==> src/stt_pkg.sv <==
// ----------------------------------------------------------------------------
// stt_pkg
// Types and constants shared by the section timing statistics table.
// ----------------------------------------------------------------------------
package stt_pkg;

	localparam int TS_W       = 64;
	localparam int CNT_W      = 32;
	localparam int IN_KEY_W   = 16;
	localparam int SLOT_OUT_W = 5;
	localparam int S_DATA_W   = 80;   // section_key + timestamp
	localparam int M_DATA_W   = 360;  // 357 bits of fields, padded to bytes

	localparam logic [TS_W-1:0]  MAXINT64  = '1;
	localparam logic [CNT_W-1:0] CNT_LIMIT = '1;

	typedef enum logic [1:0] {
		ACT_BEGIN = 2'd0,
		ACT_END   = 2'd1,
		ACT_READ  = 2'd2,
		ACT_CLEAR = 2'd3
	} action_t;

	typedef enum logic [1:0] {
		STS_OK        = 2'd0,
		STS_FULL      = 2'd1,
		STS_NOT_FOUND = 2'd2
	} status_t;

	typedef enum logic [1:0] {
		S_IDLE,
		S_LOOK,
		S_UPD
	} state_t;

	typedef struct packed {
		logic accept;   // latch the input beat
		logic lookup;   // key match and stats read
		logic update;   // read-modify-write and result load
	} ctrl_cmd_t;

	typedef struct packed {
		logic out_free; // output register can take a result this cycle
	} dp_stat_t;

	typedef struct packed {
		logic [TS_W-1:0]  start;
		logic [TS_W-1:0]  total;
		logic [CNT_W-1:0] count;
		logic [TS_W-1:0]  min0;
		logic [TS_W-1:0]  min1;
		logic [TS_W-1:0]  max0;
		logic [TS_W-1:0]  max1;
	} stat_rec_t;

	// first member listed last: slot sits in the low bits
	typedef struct packed {
		logic [2:0]            pad;
		logic [TS_W-1:0]       max1;
		logic [TS_W-1:0]       max0;
		logic [TS_W-1:0]       min1;
		logic [TS_W-1:0]       min0;
		logic [CNT_W-1:0]      count;
		logic [TS_W-1:0]       total;
		logic [SLOT_OUT_W-1:0] slot;
	} result_t;

	function automatic stat_rec_t empty_rec();
		stat_rec_t r;
		r.start = '0;
		r.total = '0;
		r.count = '0;
		r.min0  = MAXINT64;
		r.min1  = MAXINT64;
		r.max0  = '0;
		r.max1  = '0;
		return r;
	endfunction

endpackage

==> src/stt_ctrl.sv <==
// ----------------------------------------------------------------------------
// stt_ctrl
// Sequencer: accept, lookup, update. Overlaps the next accept with update.
// ----------------------------------------------------------------------------
module stt_ctrl (
	input  logic                clk,
	input  logic                arst_n,
	input  logic                s_axis_tvalid,
	output logic                s_axis_tready,
	input  stt_pkg::dp_stat_t   stat,
	output stt_pkg::ctrl_cmd_t  cmd
);
	import stt_pkg::*;

	state_t state_q;
	state_t state_d;

	always_ff @(posedge clk or negedge arst_n) begin
		if (!arst_n) begin
			state_q <= S_IDLE;
		end else begin
			state_q <= state_d;
		end
	end

	always_comb begin
		state_d       = state_q;
		cmd           = '0;
		s_axis_tready = 1'b0;
		case (state_q)
			S_IDLE: begin
				s_axis_tready = 1'b1;
				if (s_axis_tvalid) begin
					cmd.accept = 1'b1;
					state_d    = S_LOOK;
				end
			end
			S_LOOK: begin
				cmd.lookup = 1'b1;
				state_d    = S_UPD;
			end
			S_UPD: begin
				// hold here while the previous result is still unclaimed
				if (stat.out_free) begin
					cmd.update    = 1'b1;
					s_axis_tready = 1'b1;
					if (s_axis_tvalid) begin
						cmd.accept = 1'b1;
						state_d    = S_LOOK;
					end else begin
						state_d = S_IDLE;
					end
				end
			end
			default: begin
				state_d = S_IDLE;
			end
		endcase
	end

endmodule

==> config.mk <==
export PLATFORM = sky130hd
export DESIGN_NAME = stt_ctrl
export DESIGN_NICKNAME = d
export VERILOG_FILES = /design/src/stt_pkg.sv /design/src/stt_ctrl.sv
export SDC_FILE = /design/constraint.sdc
export NUM_CORES = 1
export LEC_CHECK = 0
export ABC_CLOCK_PERIOD_IN_PS = 930
export BUFFER_PORTS_ARGS = -buffer_cell sky130_fd_sc_hd__buf_2
export CORE_AREA = 2 2 39 41
export DETAILED_ROUTE_END_ITERATION = 16
export DIE_AREA = 0 0 41 43
export GPL_ROUTABILITY_DRIVEN = 0
export PLACE_DENSITY = 0.36
export SLEW_MARGIN = 20
export SYNTH_ARGS = -nofsm -noshare
export SYNTH_HDL_FRONTEND = slang
export SYNTH_SLANG_ARGS = --single-unit
==> constraint.sdc <==
create_clock -name clk -period 0.93 [get_ports clk]
set_input_delay 0.093 -clock clk [delete_from_list [all_inputs] [get_ports clk]]
set_output_delay 0.093 -clock clk [all_outputs]
set_load 0.01 [all_outputs]
==> results of run 1 <==
-- layout make-up --
class | count | area (sq um) | share of cell area, %
multi-input combinational | 7 | 60.1 | 26.8
inverter | 1 | 3.75 | 1.68
tap | 16 | 20.0 | 8.94
sequential | 2 | 50.0 | 22.3
timing repair buffer | 11 | 67.6 | 30.2
clock buffer | 3 | 22.5 | 10.1
-- layout by cell type, fill, tap and decap left out, types with 2 or more instances in the layout --
cell,netlist,routed
dfrtp_1,2,2
clkbuf_4,0,3
buf_2,0,7
buf_4,1,3
-- through the flow --
step           instances  hold WS, ns  setup TNS [ns]  setup WS (ns)  instance area (sq um)
3_3_place_gp          34       -0.119        -0.00721       -0.00721                    171
3_5_place_dp          34       -0.118        -0.00315       -0.00315                    171
6_report              40        0.144          -0.640         -0.194                    224
4_1_cts               40        0.136          -0.668         -0.207                    224
5_1_grt               40        0.134          -0.891         -0.244                    224
2_1_floorplan         11       -0.203               0         0.0156                    116
-- path summary, 6_finish.rpt --
kind	startpoint	to	slack [ns]	cells after the start
min reg2reg	state_q[0]	state_q[0]	0.52	1
max in group asynchronous	arst_n	state_q[0]	0.64	2
min in group asynchronous	arst_n	state_q[1]	0.19	2
min	s_axis_tvalid	state_q[0]	0.14	2
max reg2reg	state_q[0]	state_q[1]	-0.03	3
max	state_q[1]	cmd[2]	-0.19	3
-- cells by family after synthesis --
group	after synthesis	share of synthesized area, %
AO/OA/AOI/OAI	1	6.45
flip-flops	2	43.0
buffers and inverters	2	9.68
AND/OR/NAND/NOR	6	40.9
-- worst reg2reg max path, delay by kind of cell, from the launching register on --
family | cells | cell delay [ns]
flip-flops | 1 | 0.41
buffers and inverters | 1 | 0.12
AND/OR/NAND/NOR | 1 | 0.17
AO/OA/AOI/OAI | 1 | 0.14
-- power by group --
group	internal [mW]	total [mW]	switching, mW
Sequential	0.103	0.115	0.0119
Combinational	0.0845	0.143	0.0588
Clock	0.142	0.194	0.0518
Total	0.330	0.453	0.123
-- what timing repair did --
action / CTS / global route
endpoints found under the hold margin: 2 / 0
hold buffers: 1 / 0
pin swaps: 1 / 0
endpoints found under the setup margin: 4 / 5
gates resized for setup: 1 / 0
setup buffers: 2 / 0
-- layer usage --
| layer | up-vias | GRT usage [%] | part of all wire [%] |
|---|---|---|---|
| li1 | 61 | - | - |
| met1 | 54 | 4.82 | 41 |
| met2 | 10 | 4.69 | 31 |
| met3 | 4 | 5.76 | 20 |
| met4 | 0 | 8.00 | 6.8 |
| met5 | - | 0 | 0 |
==> results by group, run 1 <==
Worst setup path
  • CP max stage cell: dfrtp_1
  • Crit path kind: flip-flop to primary output
  • CP Launch Type: flip-flop
  • CP required: 0.84 ns
  • Worst path cell trace: nor2b_4 -> nor3b_2 -> buf_2
  • CP Capture Type: primary output
  • Arrival time at the worst endpoint: 1.03 ns
  • CP delay by family, top: flip-flops
  • Worst Path Max Fanout: 3
  • CP max stage delay: 0.36 ns
  • Bufs and invs on worst path: 1

Cells and area
  • Fillers: 167
  • Proportion of layout cells with a drive suffix above 1: 66.7%
  • Final nets: 30
  • Ant. Diodes: 0
  • Area delta synth->final: 92.5%
  • Fin util: 16.2%
  • Biggest regs: state_q (2)
  • Top reg by flops: state_q
  • Max reg flops: 2

Timing
  • Final min period: 1.12 ns
  • Achievable Freq: 0.889 GHz
  • Fin crit share: 121%
  • Fin worst setup slack: -0.194 ns
  • Least-Margin Pin Slew: 0.161 ns
  • RSZ-0062 raised after global routing: yes
  • Final hold viol count: 0
  • Final max-slew violation count: 0
  • Final setup fails: 5
  • Worst slew margin: 89.2%
  • Clk_skew: 0.00262 ns

Drt
  • # DRC: 0
  • Iter 0 DRT Violations: 1
  • Routed via count: 129
  • Vias per cell: 3.23
  • Final wirelength: 340 microns
  • 1st-pass router iterations: 2
  • WL/cell: 8.50 microns
  • Final ANT Viol Nets: 0

Logic synthesis
  • Yosys warns: 0
  • Ys async rst share: 100%
  • Mean post-synth cell area: 10.6 sq um
  • Most used flip-flop cell after synthesis: dfrtp_1
  • Post-synth top cells: 2 x dfrtp_1, 2 x nor3b_1
  • Synth area leaders: dfrtp_1 43%, nor3b_1 13%, nor2b_4 12%
  • Post-synth top area cell: dfrtp_1
  • Syn nets: 15
  • Post-Syn Instances: 11
  • Seq cells post-synth: 2
  • Post-synth EDFFs: 0
  • Cell variety after synth: 9
  • Cell area after synthesis: 116 sq um
  • Post-synthesis sequential area ratio: 43.0%
  • Synth top area share: 43.0%

Global route
  • Largest net degree at the start of global routing: 6
  • First-pass GRT wire length: 483 microns
  • Vias in the first global route: 121
  • Total grt overflow: 0
  • Global Route Usage Sum: 5.32%
  • Initial antenna violation count: 0

Die
  • Initial Util: 8.41%
  • # IOs: 8
  • DIE AREA: 1760 sq um
  • Die Width: 41 microns
  • Row count: 14
  • Core footprint: 1380 sq um
  • Chip height: 43 microns

Run status
  • Failing checks: setup timing
  • Status: finished with violations

CTS
  • CTS tree: yes
  • Clock Latency Late Sink: 0.23 ns
  • CTS max path bufs: 2
  • Worst-path clk slew: 0.03 ns
  • Clk sinks: 2
  • CTS Buf Count: 3
  • Clock Tree Root: clkbuf_4
  • CTS H-tree lvls: 1

Job
  • Max Cap Violations: 0

Placement
  • Post-detail-place hpwl: 235 microns
  • Port Buffers: 7

Pwr
  • Total power: 0.453 mW
  • P per Cell Area: 2020 nW/um^2
  • Leak pwr: 0.123 nW
  • Maximum vdd drop: 0.000286 V

Hold path
  • HP Class: primary input to flip-flop
Power figures use the tool's default switching activity.
==> inputs of run 2 (changes only) <==
- ABC_CLOCK_PERIOD_IN_PS: 930 -> 1240
- CELL_PAD_IN_SITES_DETAIL_PLACEMENT: default -> 0
- CELL_PAD_IN_SITES_GLOBAL_PLACEMENT: default -> 1
- PLACE_DENSITY: 0.36 -> 0.42
- clock period: 0.93 -> 1.24 ns (I/O delays scaled with it)
==> run 2 against run 1 <==
  * The flow now finishes without violations
  * Critical endpoint unchanged
  * Clock-buffer cell count unchanged
  * Critical path type unchanged
  * Utilization shrank 1.6 points
  * Clock power decreased by 25%
  * Via count fell by 18%
  * Die area is the same
  * Sequential share of layout area is 2.5 points higher
  * Combinational power decreased by 43%
  * Global-route usage fell by 0.20 points
  * Final cell count down 7.5%
==> results by group, run 2 (same netlist as run 1, synthesis figures left out) <==
Hold path
  • HP Class: primary input to flip-flop
  • Hold-critical path depth: 2
  • Hold Startpoint: s_axis_tvalid
  • Hold endpoint: state_q[0]

Die
  • Initial Util: 8.41%
  • DIE AREA: 1760 sq um
  • # IOs: 8
  • Row count: 14
  • Core footprint: 1380 sq um
  • Die Width: 41 microns
  • Chip height: 43 microns

Timing
  • Final setup fails: 0
  • Setup_tns: 0 ns
  • Final min period: 1.17 ns
  • Final hold viol count: 0
  • Clk_skew: 0.00167 ns
  • Final max-slew violation count: 0
  • Achievable Freq: 0.854 GHz
  • Least-Margin Pin Slew: 0.151 ns
  • Fin crit share: 94.4%
  • Worst slew margin: 89.9%
  • RSZ-0062 raised after global routing: no

Placement
  • Post-DP Area: 164 sq um
  • Port Buffers: 7
  • Post-detail-place hpwl: 237 microns

Drt
  • Iter 0 DRT Violations: 1
  • Final wirelength: 312 microns
  • Routed via count: 106
  • Vias per cell: 2.86
  • WL/cell: 8.43 microns
  • Final ANT Viol Nets: 0
  • # DRC: 0
  • 1st-pass router iterations: 2

Worst setup path
  • CP Launch Type: flip-flop
  • CP delay by family, top: flip-flops
  • Crit path kind: flip-flop to primary output
  • CP max stage cell: dfrtp_1
  • R2R Setup Slk: 0.39 ns
  • CP required: 1.12 ns
  • CP Capture Type: primary output
  • Worst Path Max Fanout: 4
  • Arrival time at the worst endpoint: 1.05 ns
  • RR Startpoint: state_q[0]
  • Worst path cell trace: nor2b_4 -> nor3b_2 -> buf_2
  • Bufs and invs on worst path: 1
  • Worst reg2reg endpoint: state_q[1]
  • CP max stage delay: 0.39 ns
  • Worst Reg-to-Reg Cells: 2

Cells and area
  • Top reg by flops: state_q
  • Fillers: 157
  • Final nets: 27
  • Proportion of layout cells with a drive suffix above 1: 61.9%
  • Biggest regs: state_q (2)
  • Most common cell after layout, fill and taps aside: buf_2
  • Area delta synth->final: 73.1%
  • Ant. Diodes: 0
  • Max reg flops: 2
  • Commonest non-fill, non-tap cells in the layout: 7 x buf_2, 3 x clkbuf_4, 2 x dfrtp_1
  • Design area: 201 sq um

CTS
  • Clk sinks: 2
  • Setup bufs post-CTS: 0
  • Clock Tree Root: clkbuf_4
  • CTS Buf Count: 3
  • Clock Latency Late Sink: 0.22 ns
  • CTS max path bufs: 2
  • CTS tree: yes
  • CTS H-tree lvls: 1
  • Worst-path clk slew: 0.03 ns

Pwr
  • Sw Share: 27.7%
  • Sequential share of power: 28.4%
  • P_sw: 0.0873 mW
  • Gate power share: 25.8%
  • Leak pwr: 0.107 nW
  • Internal power: 0.228 mW
  • P per Cell Area: 1570 nW/um^2
  • Clk pwr share: 45.8%
  • Maximum vdd drop: 0.000209 V

Run status
  • Status: finished clean

Global route
  • Initial antenna violation count: 0
  • Global Route Usage Sum: 5.12%
  • Total grt overflow: 0
  • Largest net degree at the start of global routing: 6
  • Vias in the first global route: 126
  • First-pass GRT wire length: 510 microns

Job
  • Max Cap Violations: 0
==> run 2: cell types whose count changed in the layout (fill, tap and decap cells not counted), sizes merged <==
cell,delta
buf,-3
==> run 2: routing by layer <==
layer | vias to the layer above | global-route usage (%) | routed length, microns
li1 | 56 | - | -
met1 | 42 | 5.14 | 126
met2 | 8 | 4.38 | 112
met3 | 0 | 4.71 | 72
met4 | 0 | 8.00 | 0
met5 | - | 0 | 0
==> run 2: area by class of cell <==
| class | instances | area, sq um | area share [%] |
|---|---|---|---|
| flip-flops and latches | 2 | 50.0 | 24.8 |
| well taps | 16 | 20.0 | 9.94 |
| clock buffers | 3 | 22.5 | 11.2 |
| repair buffers | 8 | 45.0 | 22.4 |
| multi-input cells | 7 | 60.1 | 29.8 |
| inverters | 1 | 3.75 | 1.86 |
==> run 2: power by group through the flow <==
stage / registers [mW] / clock network (mW) / logic (mW)
after floorplan: 0.0871 / 0 / 0.0542
after global placement: 0.0880 / 0 / 0.0751
after detailed placement: 0.0894 / 0 / 0.0773
after CTS: 0.0886 / 0.155 / 0.0803
after global routing: 0.0911 / 0.150 / 0.0899
final: 0.0896 / 0.145 / 0.0814
==> run 2: worst register-to-register path, delay by kind of cell, from the launching register on <==
family	cells	cell delay, ns
DFF	1	0.41
and+or+nand+nor	1	0.18
AOI/OAI and AO/OA	1	0.15
==> run 2: what timing repair did <==
| action | CTS | global route |
|---|---|---|
| hold buffers | 1 | 0 |
| endpoints found under the hold margin | 2 | 0 |
| gates resized for setup | 0 | 1 |
| setup endpoints to repair | 0 | 1 |
==> run 2: through the flow <==
stage | hold slack (ns) | worst slack (ns) | cells | total power, mW | util [%]
after global routing | 0.175 | 0.00885 | 37 | 0.331 | 14.6
after global placement | -0.0887 | 0.260 | 33 | 0.163 | 11.8
final | 0.167 | 0.0697 | 37 | 0.315 | 14.6
after floorplan | -0.172 | 0.295 | 11 | 0.141 | -
after detailed placement | -0.0889 | 0.277 | 33 | 0.167 | 11.8
after CTS | 0.160 | 0.0260 | 37 | 0.324 | 14.2
==> run 2: worst max path at each step <==
stage,from,end,slack (ns),cells after the start
6_report,state_q[1],cmd[2],0.07,3
5_1_grt,state_q[1],cmd[2],0.009,3
4_1_cts,state_q[1],cmd[2],0.03,3
3_5_place_dp,state_q[1],cmd[2],0.28,3
3_3_place_gp,state_q[1],cmd[2],0.26,3
2_1_floorplan,state_q[1],cmd[2],0.29,2
